[src/rtl/lcg3_rng_pkg.sv]
// Shared types, constants and helpers for the three-LCG shuffled uniform generator.
package lcg3_rng_pkg;

    localparam int DEFAULT_TABLE_DEPTH = 97;
    localparam int NUM_GEN             = 3;
    localparam int SEED_W              = 31;
    localparam int FIELD_W             = 18;

    localparam logic [SEED_W-1:0] SEED_RESET = 31'd1;

    // Generator constants: index 0 = coarse generator, 1 = fine, 2 = slot picker
    localparam logic [12:0] LCG_MUL [NUM_GEN] = '{13'd7141, 13'd8121, 13'd4561};
    localparam logic [15:0] LCG_ADD [NUM_GEN] = '{16'd54773, 16'd28411, 16'd51349};
    localparam logic [17:0] LCG_MOD [NUM_GEN] = '{18'd259200, 18'd134456, 18'd243000};

    // floor(2^32 / modulus): the quotient estimate is short by at most one
    localparam logic [15:0] LCG_RECIP [NUM_GEN] = '{
        16'((64'd1 << 32) / 64'd259200),
        16'((64'd1 << 32) / 64'd134456),
        16'((64'd1 << 32) / 64'd243000)
    };

    // Datapath operations
    typedef enum logic [2:0] {
        OP_SEED,
        OP_INIT_TWO,
        OP_INIT_THREE,
        OP_FILL,
        OP_DRAW,
        OP_SLOT
    } t_op;

    // Controller states
    typedef enum logic [3:0] {
        S_IDLE,
        S_SEED,
        S_INIT_TWO,
        S_INIT_THREE,
        S_FILL,
        S_DRAW,
        S_SLOT,
        S_READ,
        S_WRITE
    } t_state;

    // Controller to datapath
    typedef struct packed {
        logic start;
        t_op  op;
        logic rd;
        logic wr;
    } t_cmd;

    // Datapath to controller
    typedef struct packed {
        logic done;
        logic fill_last;
    } t_stat;

    // One conditional subtract: valid when x < 2*m
    function automatic logic [FIELD_W-1:0] cond_sub(input logic [FIELD_W-1:0] x,
                                                    input logic [FIELD_W-1:0] m);
        logic [FIELD_W-1:0] res;
        res = (x >= m) ? (x - m) : x;
        return res;
    endfunction

endpackage

[src/rtl/lcg3_rng_ctrl.sv]
// Controller: sequences seeding, table fill and draws, and owns the handshakes.
module lcg3_rng_ctrl
    import lcg3_rng_pkg::*;
(
    input  logic  i_clk,
    input  logic  i_rst_n,
    input  logic  i_in_valid,
    input  logic  i_request,
    input  logic  i_cfg_valid,
    input  logic  i_out_ready,
    input  t_stat i_stat,
    output logic  o_in_ready,
    output logic  o_out_valid,
    output t_cmd  o_cmd
);

    t_state r_state;
    t_state n_state;
    logic   r_started;
    logic   n_started;
    logic   r_seeded;
    logic   n_seeded;
    logic   r_out_valid;
    logic   n_out_valid;

    logic   in_xfer;
    logic   out_free;
    logic   run;
    t_state run_next;

    assign in_xfer  = i_in_valid && (r_state == S_IDLE);
    assign out_free = !r_out_valid || i_out_ready;

    // State registers
    always_ff @(posedge i_clk) begin
        if (!i_rst_n) begin
            r_state     <= S_IDLE;
            r_started   <= 1'b0;
            r_seeded    <= 1'b0;
            r_out_valid <= 1'b0;
        end else begin
            r_state     <= n_state;
            r_started   <= n_started;
            r_seeded    <= n_seeded;
            r_out_valid <= n_out_valid;
        end
    end

    // Next state and commands
    always_comb begin
        n_state     = r_state;
        n_started   = r_started;
        n_seeded    = r_seeded;
        o_cmd       = '0;
        o_cmd.op    = OP_DRAW;
        run         = 1'b0;
        run_next    = S_IDLE;

        case (r_state)
            S_IDLE: begin
                if (in_xfer && i_request) begin
                    n_state = r_seeded ? S_DRAW : S_SEED;
                end
            end
            S_SEED: begin
                o_cmd.op = OP_SEED;
                run      = 1'b1;
                run_next = S_INIT_TWO;
            end
            S_INIT_TWO: begin
                o_cmd.op = OP_INIT_TWO;
                run      = 1'b1;
                run_next = S_INIT_THREE;
            end
            S_INIT_THREE: begin
                o_cmd.op = OP_INIT_THREE;
                run      = 1'b1;
                run_next = S_FILL;
            end
            S_FILL: begin
                o_cmd.op = OP_FILL;
                run      = 1'b1;
                run_next = i_stat.fill_last ? S_DRAW : S_FILL;
                if (r_started && i_stat.done && i_stat.fill_last) begin
                    n_seeded = 1'b1;
                end
            end
            S_DRAW: begin
                o_cmd.op = OP_DRAW;
                run      = 1'b1;
                run_next = S_SLOT;
            end
            S_SLOT: begin
                o_cmd.op = OP_SLOT;
                run      = 1'b1;
                run_next = S_READ;
            end
            S_READ: begin
                o_cmd.rd = 1'b1;
                n_state  = S_WRITE;
            end
            S_WRITE: begin
                // refill the slot and load the result once the output register frees
                if (out_free) begin
                    o_cmd.wr = 1'b1;
                    n_state  = S_IDLE;
                end
            end
            default: begin
                n_state = S_IDLE;
            end
        endcase

        // Shared start / wait-for-done handling of datapath operations
        if (run) begin
            if (!r_started) begin
                o_cmd.start = 1'b1;
                n_started   = 1'b1;
            end else if (i_stat.done) begin
                n_started = 1'b0;
                n_state   = run_next;
            end
        end

        if (i_cfg_valid) begin
            n_seeded = 1'b0;
        end
    end

    // Output valid
    always_comb begin
        if (o_cmd.wr) begin
            n_out_valid = 1'b1;
        end else if (i_out_ready) begin
            n_out_valid = 1'b0;
        end else begin
            n_out_valid = r_out_valid;
        end
    end

    assign o_in_ready  = (r_state == S_IDLE);
    assign o_out_valid = r_out_valid;

    // Done only comes back for an operation this controller started
    a_done_started: assert property (@(posedge i_clk) disable iff (!i_rst_n)
        i_stat.done |-> r_started)
        else $error("datapath done without a started operation");

    // A waiting result is never overwritten
    a_no_overwrite: assert property (@(posedge i_clk) disable iff (!i_rst_n)
        o_cmd.wr |-> out_free)
        else $error("result register overwritten");

    a_wr_shows: assert property (@(posedge i_clk) disable iff (!i_rst_n)
        o_cmd.wr |=> (r_out_valid && (r_state == S_IDLE)))
        else $error("result load did not raise output valid");

endmodule

[config.mk]
export PLATFORM = sky130hd
export DESIGN_NAME = lcg3_rng_ctrl
export DESIGN_NICKNAME = d
export VERILOG_FILES = /design/src/rtl/lcg3_rng_pkg.sv /design/src/rtl/lcg3_rng_ctrl.sv
export SDC_FILE = /design/constraint.sdc
export NUM_CORES = 1
export LEC_CHECK = 0
export BUFFER_PORTS_ARGS = -buffer_cell sky130_fd_sc_hd__buf_4
export CAP_MARGIN = 20
export CORE_AREA = 3 3 40 42
export CTS_BUF_LIST = sky130_fd_sc_hd__clkbuf_4 sky130_fd_sc_hd__clkbuf_8 sky130_fd_sc_hd__clkbuf_16
export DETAILED_ROUTE_END_ITERATION = 7
export DIE_AREA = 0 0 43 45
export RECOVER_POWER = 25
export SKIP_LAST_GASP = 1
export SYNTH_ARGS = -nofsm -noshare
export SYNTH_HDL_FRONTEND = slang
export SYNTH_SLANG_ARGS = --single-unit
[constraint.sdc]
create_clock -name i_clk -period 1.57 [get_ports i_clk]
set_clock_uncertainty 0.05 [all_clocks]
set_input_delay 0 -clock i_clk [delete_from_list [all_inputs] [get_ports i_clk]]
set_output_delay 0 -clock i_clk [all_outputs]
set_load 0.02 [all_outputs]
# Word level (Yosys, flattened, before mapping)
# Cells that the tools add are included.
# word_totals
ff_bits	7
latch_bits	0
mem_bits_rw	0
rom_bits	0
inputBits	8
out_inout_bits	8
elab_cells	44
mem_count	0
# classes
add_sub_neg	0
mul	0
n_div	0
order_cmp	0
n_eq_ne	8
shifts	0
n_mux	20
bitwise_logic	1
n_reduce_logical	11
# op_table
cell	count
4-bit two-way mux	5
3-bit one-hot mux with 6 select lines	1
4-bit by 3-bit == test with 1-bit output, second input constant	4
4-bit one-hot mux with 4 select lines	1
3-bit one-hot mux with 5 select lines	1
1-bit two-way mux	11
4-bit by 2-bit == test with 1-bit output, second input constant	2
6-bit OR reduction	1
4-bit by 1-bit == test with 1-bit output, second input constant	1
4-bit == test, second input constant	1
1-bit logical AND	4
4-bit zero test	1
3-bit two-way mux	1
2-bit AND reduction	1
2-bit nonzero test	1
2-bit OR reduction	1
1-bit zero test	1
1-bit logical OR	1
1-bit inverter	1

# Logic depth before layout (Yosys ltp)
# Gate-level depths: netlist of the first run.
# depth
depth_word	8
mapped_depth	4

# Least setup slack after synthesis of the first run
# Ideal clock, no wire load.
# synth_path
path_type	register to output
from	reg r_state[2]
to	out o_cmd[5] in the netlist's numbering
t_arrival_ns	1.274
slack_ns	0.246
path_stages_with_launch	4
path_cell_list	dfxtp_1 -> buf_6 -> and3_1 -> nor4_1
# synth_rtl
element	line_no	rtl
start: declaration	lcg3_rng_ctrl.sv:17	t_state r_state;
start signal: assignment	lcg3_rng_ctrl.sv:42	r_state <= n_state;
end: declaration	lcg3_rng_ctrl.sv:14	output t_cmd o_cmd

==> metrics, run 1 <==
max_cap viols=0; Post-synth EDFFs=0; vias in the first global route=438; FP Rows=13; hold wc startpoint=i_rst_n; final-report max-slew violation count=0; syn_area_per_cell=7.95 um^2; Hold Path Depth=3; buffers added on ports=15; Max VDD drop=0.000413 V; Clk Latency, worst-skew pair=250 ps; CTS tree=built; final WL=1170 um; Synth area leaders=dfxtp_1, a21oi_1, buf_4, buf_6, nor3_1; initial antenna violation count=0; first-pass GRT wire length=1930 um; post-layout util=47.3%; Net Count, Synth=67; Initial Utilization=36.5%; Die Y=45 um; global placement routability congestion=0.758; Final #Nets=84; Synth area leader=dfxtp_1; worst flop-to-flop path startpoint=r_state[1]; CP Max Fanout=13; die width=43 um; Post-Syn Instances=59; Sequential cell area=144 um^2; Num CTS Buffers=3; Pre-Repair DR Iteration Count=4; global route overflow=0; Clock Pin Slew Worst Setup and Hold Paths=50 ps; layout cells sized above 1=34.7%; Finish-stage setup viols=0; clock sink count=7; fill cell count=136; asr flop ratio synth=0%; fin crit share=93.7%; nature of the critical path startpoint=flop; worst-margin pin slew=381 ps; reg2reg setup slack=280 ps; gr usage total=13.3%; top_reg_cell synth=dfxtp_1; root buffer cell=clkbuf_4; RR Endpoint=r_state[0]; Worst Hold End=r_state[2]; setup_tns=0 ps; Crit path required time=1520 ps; WS Path Type=flop to output pin; Pwr Density=743 mW/mm^2; RSZ-0062 raised after global routing=no; Post-synth top cells=dfxtp_1, a21oi_1, nor2_1; DR vias=505; Crit. End Element=output pin; Final Hold Viols=0; ANT cells=0; Slew Limit Headroom=74.5%; H-tree levels=1; area delta synth->final=29.6%; YS warnings=0; Residual DRC=0; Slowest Stage Delay on Critical Path=430 ps; Vias/cell=5.61; DIE AREA=0.00194 mm^2; status=finished, final reports clean; min Tclk post-route=1470 ps; Core Area=0.00128 mm^2; post-synthesis instance area=469 um^2; CP Buf/Inv Count=1; Seq/Total Area, Yosys=29.9%; distinct cell type count after synthesis=24; CP arrival=1420 ps; cells along the critical path=or3_4, nor3_1, buf_4; Lkg Pwr=0.239 nW; clock tree buffer depth=2; largest net degree at the start of global routing=16; critical path's top delay family=simple AND/OR/NAND/NOR gates; Fmax=0.680 GHz; worst hold path type=input pin to flop; multi-input combinational cell area=278 um^2; Worst Reg2Reg Path Length in Cells=3; area share of the leading cell type in the synthesized netlist=29.9%; crit path max-delay cell type=or3_4; ANT nets after route=0; total power=0.452 mW; I/O Pins=16; cell with the most instances after synthesis=dfxtp_1; DR WL/cell=13.0 um; Yosys reg bits=7; initial detailed-routing violation count=17; HPWL Detailed=826 um
[what timing repair did]
item	4_1_cts	5_1_grt
resized for setup	2	2
hold buffers	1	0
setup endpoints to repair	1	2
cloned	0	0
setup buffers	0	0
endpoints found under the hold margin	1	0
[how the worst max path moves through the flow]
stage                from         end  slack [ps]  cells past startpoint
4_1_cts        r_state[2]    o_cmd[0]          20                      3
2_1_floorplan  r_state[2]    o_cmd[5]         250                      3
6_report       r_state[0]    o_cmd[0]         100                      3
3_5_place_dp   r_state[2]  r_state[2]         230                      3
3_3_place_gp   r_state[1]  r_state[0]         260                      3
5_1_grt        r_state[0]    o_cmd[0]          30                      3
[cell families after synthesis]
logic type / after synthesis / share of synthesized area, %
and+or+nand+nor: 27 / 32.8
AOI/OAI and AO/OA: 17 / 25.3
buffers and inverters: 8 / 12.0
DFF: 7 / 29.9
[worst reg2reg max path: stages (launching register included)]
cell and delay, ps:
dfxtp_2 390, and4b_1 280, o32ai_1 330, a21oi_1 100
[registers in the layout, indices dropped and copies added, names as in the netlist]
register     cells
o_out_valid      1
r_seeded         1
r_started        1
r_state          4
[final cells by class]
class                      count  area share (%)
multi-input combinational     44            45.7
sequential                     7            23.7
timing repair buffer          17            20.8
clock buffer                   4            4.94
tap                           15            3.09
inverter                       3            1.85
[where the power goes]
group	internal, mW	switching, mW
Combinational	0.0384	0.0379
Clock	0.114	0.0666
Sequential	0.183	0.0115
Total	0.336	0.116
[layout by cell type (no fill, tap or decap), types with 2 or more instances in the layout]
cell type / count
a21oi_1: 6
nor4_1: 2
a21boi_0: 2
a31oi_1: 2
clkbuf_4: 4
and3_1: 2
o32ai_1: 2
dfxtp_2: 3
a41oi_1: 2
nor2b_1: 2
nor3_1: 4
o21ai_0: 2
nand2_1: 3
inv_1: 2
nor2_1: 5
buf_4: 15
nand3_1: 2
or3_1: 2
dfxtp_1: 4
[routing by layer]
layer	vias up	wire length [um]	GRT usage, %
met4	0	11	7.23
met1	228	508	17.9
met5	-	0	0
li1	251	-	-
met2	24	539	18.6
met3	2	115	4.78
[stage by stage]
stage                     instance area [um^2]  hold slack, ps  std cells  setup WS (ps)
after floorplan                            469            29.3         59            246
after global placement                     563             114         85            257
after detailed placement                   563             119         85            234
after CTS                                  606            16.5         90           24.4
after global routing                       608            27.9         90           25.8
final                                      608            19.9         90           99.7
Note: power is estimated with default switching activity, not from simulation.
==> run 2, diff against run 1 <==
Settings changed: CAP_MARGIN 20 to not set, RECOVER_POWER 25 to 100.
==> run 2 against run 1 <==
Against the previous run:
- via count unchanged
- global-route usage unchanged
- hold slack lost 6.4 ps
- highest routed layer unchanged
- critical path type unchanged
- clock power about the same
- power is 0.52% lower
==> metrics, run 2 (same netlist as run 1, synthesis figures left out) <==
H-tree levels=1; root buffer cell=clkbuf_4; combinational share of power=16.1%; final instance area=591 um^2; WS Path Type=flop to output pin; min Tclk post-route=1470 ps; area delta synth->final=25.9%; Final #Nets=84; initial antenna violation count=0; DR vias=505; global placement routability congestion=0.758; setup_tns=0 ps; crit path max-delay cell type=or3_4; Final Hold Viols=0; Vias/cell=5.61; DIE AREA=0.00194 mm^2; CP Max Fanout=13; Residual DRC=0; RSZ-0062 raised after global routing=no; worst hold path type=input pin to flop; placed cell count=85; fin crit share=93.7%; ANT cells=0; max reg flops=4; total power=0.449 mW; buffers added on ports=15; Flop pwr share=43.3%; Slowest Stage Delay on Critical Path=430 ps; status=finished, final reports clean; CP arrival=1420 ps; clock tree buffer depth=2; worst-margin pin slew=367 ps; initial detailed-routing violation count=13; FP Rows=13; Crit. End Element=output pin; Layout Cells excl Fill=90; CTS tree=built; P_int=0.332 mW; ANT nets after route=0; Fmax=0.680 GHz; global route overflow=0; Slew Limit Headroom=75.4%; Lkg Pwr=0.222 nW; P_sw=0.117 mW; dpl cell area=563 um^2; Clock Pin Slew Worst Setup and Hold Paths=50 ps; Post-CTS Setup Bufs=0; vias in the first global route=438; cells along the critical path=or3_4, nor3_1, buf_4; clock network power share=40.6%; Clk Latency, worst-skew pair=250 ps; max_cap viols=0; Die Y=45 um; Max VDD drop=0.000412 V; die width=43 um; switching share of power=26.0%; Initial Utilization=36.5%; Top reg by flops=r_state; largest net degree at the start of global routing=16; highest-count cells in the layout ignoring fill and taps=buf_4, a21oi_1, nor2_1, clkbuf_1; Finish-stage setup viols=0; clock sink count=7; most common cell after layout, fill and taps aside=buf_4; DR WL/cell=13.2 um; Crit path required time=1520 ps; layout cells sized above 1=29.3%; setup ws final=99.6 ps; final-report max-slew violation count=0; first-pass GRT wire length=1930 um; nature of the critical path startpoint=flop; Pwr Density=761 mW/mm^2; Core Area=0.00128 mm^2; Num CTS Buffers=3; Pre-Repair DR Iteration Count=4; HPWL Detailed=826 um; final WL=1180 um; gr usage total=13.3%; I/O Pins=16; post-place setup slack=234 ps
## run 2: final cells by class
class | instances | area [um^2]
clock buffer | 4 | 30.0
fill | 144 | 694
inverter | 3 | 11.3
multi-input combinational | 44 | 278
sequential | 7 | 144
tap | 15 | 18.8
timing repair buffer | 17 | 109
## run 2: worst paths after layout
check / startpoint / to / slack, ps / cells past startpoint
worst max-delay path: r_state[0] / o_cmd[0] / 100 / 3
worst min-delay path: i_rst_n / r_state[2] / 10 / 3
worst max register to register: r_state[1] / r_state[0] / 310 / 3
worst min register to register: r_seeded / r_seeded / 500 / 2
## run 2: through the flow
stage	util [%]	hold slack, ps
CTS	47.1	16.5
global placement	43.8	114
global route	46.0	27.9
detailed placement	43.8	119
floorplan	-	29.3
finish	46.0	13.4
## run 2: critical path: cells and delay by family (launching register included)
family / cells / cell delay (ps)
buffers and inverters: 1 / 170
DFF: 1 / 390
and+or+nand+nor: 2 / 610
## run 2: power groups by stage
| stage | clock network (mW) | registers, mW | logic [mW] |
|---|---|---|---|
| CTS | 0.188 | 0.194 | 0.0739 |
| global route | 0.196 | 0.196 | 0.0795 |
| global placement | 0 | 0.197 | 0.0721 |
| floorplan | 0 | 0.191 | 0.0480 |
| finish | 0.183 | 0.195 | 0.0722 |
| detailed placement | 0 | 0.197 | 0.0714 |
## run 2: what timing repair did
action | 4_1_cts | 5_1_grt
hold endpoints to repair | 1 | 0
hold buffers | 1 | 0
setup endpoints to repair | 1 | 2
resized for setup | 2 | 2
cloned | 0 | 0
## run 2: per-layer routing
layer | GRT usage, % | wire length [um] | vias up
met1 | 17.9 | 540 | 230
met4 | 7.23 | 9 | 0
met2 | 18.6 | 537 | 20
met5 | 0 | 0 | -
li1 | - | - | 253
met3 | 4.78 | 97 | 2
==> run 3, diff against run 2 <==
Settings changed: BUFFER_PORTS_ARGS -buffer_cell sky130_fd_sc_hd__buf_4 to not set, DONT_BUFFER_PORTS set to 1.
==> run 3 against run 2 <==
Against the previous run:
- the run now ends with negative hold slack left
- routed wire length rose by 4.6%
- first-iteration DRC count unchanged
- critical path depth unchanged
- power is 0.65% lower
- largest power group unchanged
==> metrics, run 3 (same netlist as run 1, synthesis figures left out) <==
layout cells sized above 1=17.6%; initial antenna violation count=0; fin crit share=94.3%; Initial Utilization=36.5%; switching share of power=27.1%; Crit path required time=1520 ps; area delta synth->final=18.7%; vias in the first global route=462; CP Max Fanout=13; Max VDD drop=0.000498 V; CP arrival=1430 ps; post-place setup slack=251 ps; Clk Latency, worst-skew pair=260 ps; max reg flops=4; global placement routability congestion=0.750; worst hold path type=input pin to flop; Vias/cell=6.14; final WL=1240 um; Slew Limit Headroom=70.0%; ANT cells=0; Final #Nets=77; FP Rows=13; worst-margin pin slew=451 ps; worst flop-to-flop path startpoint=r_state[3]; Post-CTS Setup Bufs=0; final-report max-slew violation count=0; clock tree buffer depth=2; DR vias=510; largest net degree at the start of global routing=16; DIE AREA=0.00194 mm^2; Clock Pin Slew Worst Setup and Hold Paths=60 ps; die width=43 um; Min Hold Slack=-12.5 ps; post-layout util=43.3%; RSZ-0062 raised after global routing=no; H-tree levels=1; status=finished with violations; Core Area=0.00128 mm^2; Flop pwr share=43.5%; CTS tree=built; clock sink count=7; nature of the critical path startpoint=flop; min Tclk post-route=1480 ps; Sequential cell area=144 um^2; Final Hold Viols=1; RR Endpoint=r_state[2]; buffers added on ports=0; Num CTS Buffers=3; gr usage total=14.4%; Worst Reg2Reg Path Length in Cells=3; Finish-stage setup viols=0; failing checks=negative hold slack; DR WL/cell=14.9 um; P_int=0.326 mW; Lkg Pwr=0.195 nW; P_sw=0.121 mW; reg2reg setup slack=130 ps; Pwr Density=802 mW/mm^2; max_cap viols=0; Residual DRC=0; global route overflow=0; I/O Pins=16; root buffer cell=clkbuf_4; initial detailed-routing violation count=13; Worst Hold End=r_state[2]; Crit. End Element=output pin; HPWL Detailed=805 um; multi-input combinational cell area=270 um^2; Pre-Repair DR Iteration Count=4; fill cell count=139; hold wc startpoint=i_stat[1]; Top reg by flops=r_state; setup_tns=0 ps; combinational share of power=14.0%; Hold Path Depth=2; Die Y=45 um; Fmax=0.675 GHz; WS Path Type=flop to output pin; ANT nets after route=0; clock network power share=42.5%; first-pass GRT wire length=1960 um; setup ws final=89.4 ps; highest-count cells in the layout ignoring fill and taps=a21oi_1, dlygate4sd3_1, nor2_1
run 3: metrics by stage:
stage          cells  total power [mW]  instance area, um^2
3_3_place_gp      73             0.247                  473
3_5_place_dp      73             0.248                  473
6_report          83             0.447                  557
2_1_floorplan     59             0.239                  469
4_1_cts           83             0.448                  566
5_1_grt           83             0.465                  557
run 3: worst max path at each step:
stage,to,from
after floorplan,o_cmd[5],r_state[2]
after CTS,o_cmd[0],r_state[2]
after detailed placement,r_state[2],r_state[1]
final,o_cmd[0],r_state[0]
after global routing,o_cmd[0],r_state[0]
after global placement,r_state[2],r_state[3]
run 3: worst max-delay path, stage by stage, from the launching register on:
cell	delay (ps)
dfxtp_2	390
or3_4	430
nor3_1	180
buf_4	170
run 3: final cells by class:
type	count	area share, %
Clock buffer	4	5.39
Inverter	3	2.02
Multi-Input combinational cell	44	48.5
Sequential cell	7	25.8
Tap cell	15	3.37
Timing Repair Buffer	10	14.8
run 3: power groups by stage:
stage / Combinational (mW) / Sequential, mW / Clock, mW
global route: 0.0688 / 0.195 / 0.201
CTS: 0.0638 / 0.194 / 0.191
floorplan: 0.0480 / 0.191 / 0
global placement: 0.0507 / 0.197 / 0
finish: 0.0625 / 0.194 / 0.190
detailed placement: 0.0507 / 0.197 / 0
run 3: metal layers:
| layer | up-vias | wire length (um) | track usage [%] | part of all wire, % |
|---|---|---|---|---|
| li1 | 243 | - | - | - |
| met1 | 234 | 498 | 15.0 | 40 |
| met2 | 26 | 556 | 21.9 | 45 |
| met3 | 7 | 131 | 6.37 | 11 |
| met4 | 0 | 52 | 12.7 | 4.2 |
| met5 | - | 0 | 0 | 0 |
run 3: what timing repair did:
item,4_1_cts,5_1_grt
hold endpoints to repair,7,0
gates resized for setup,2,2
endpoints found under the setup margin,2,3
hold buffers,6,0
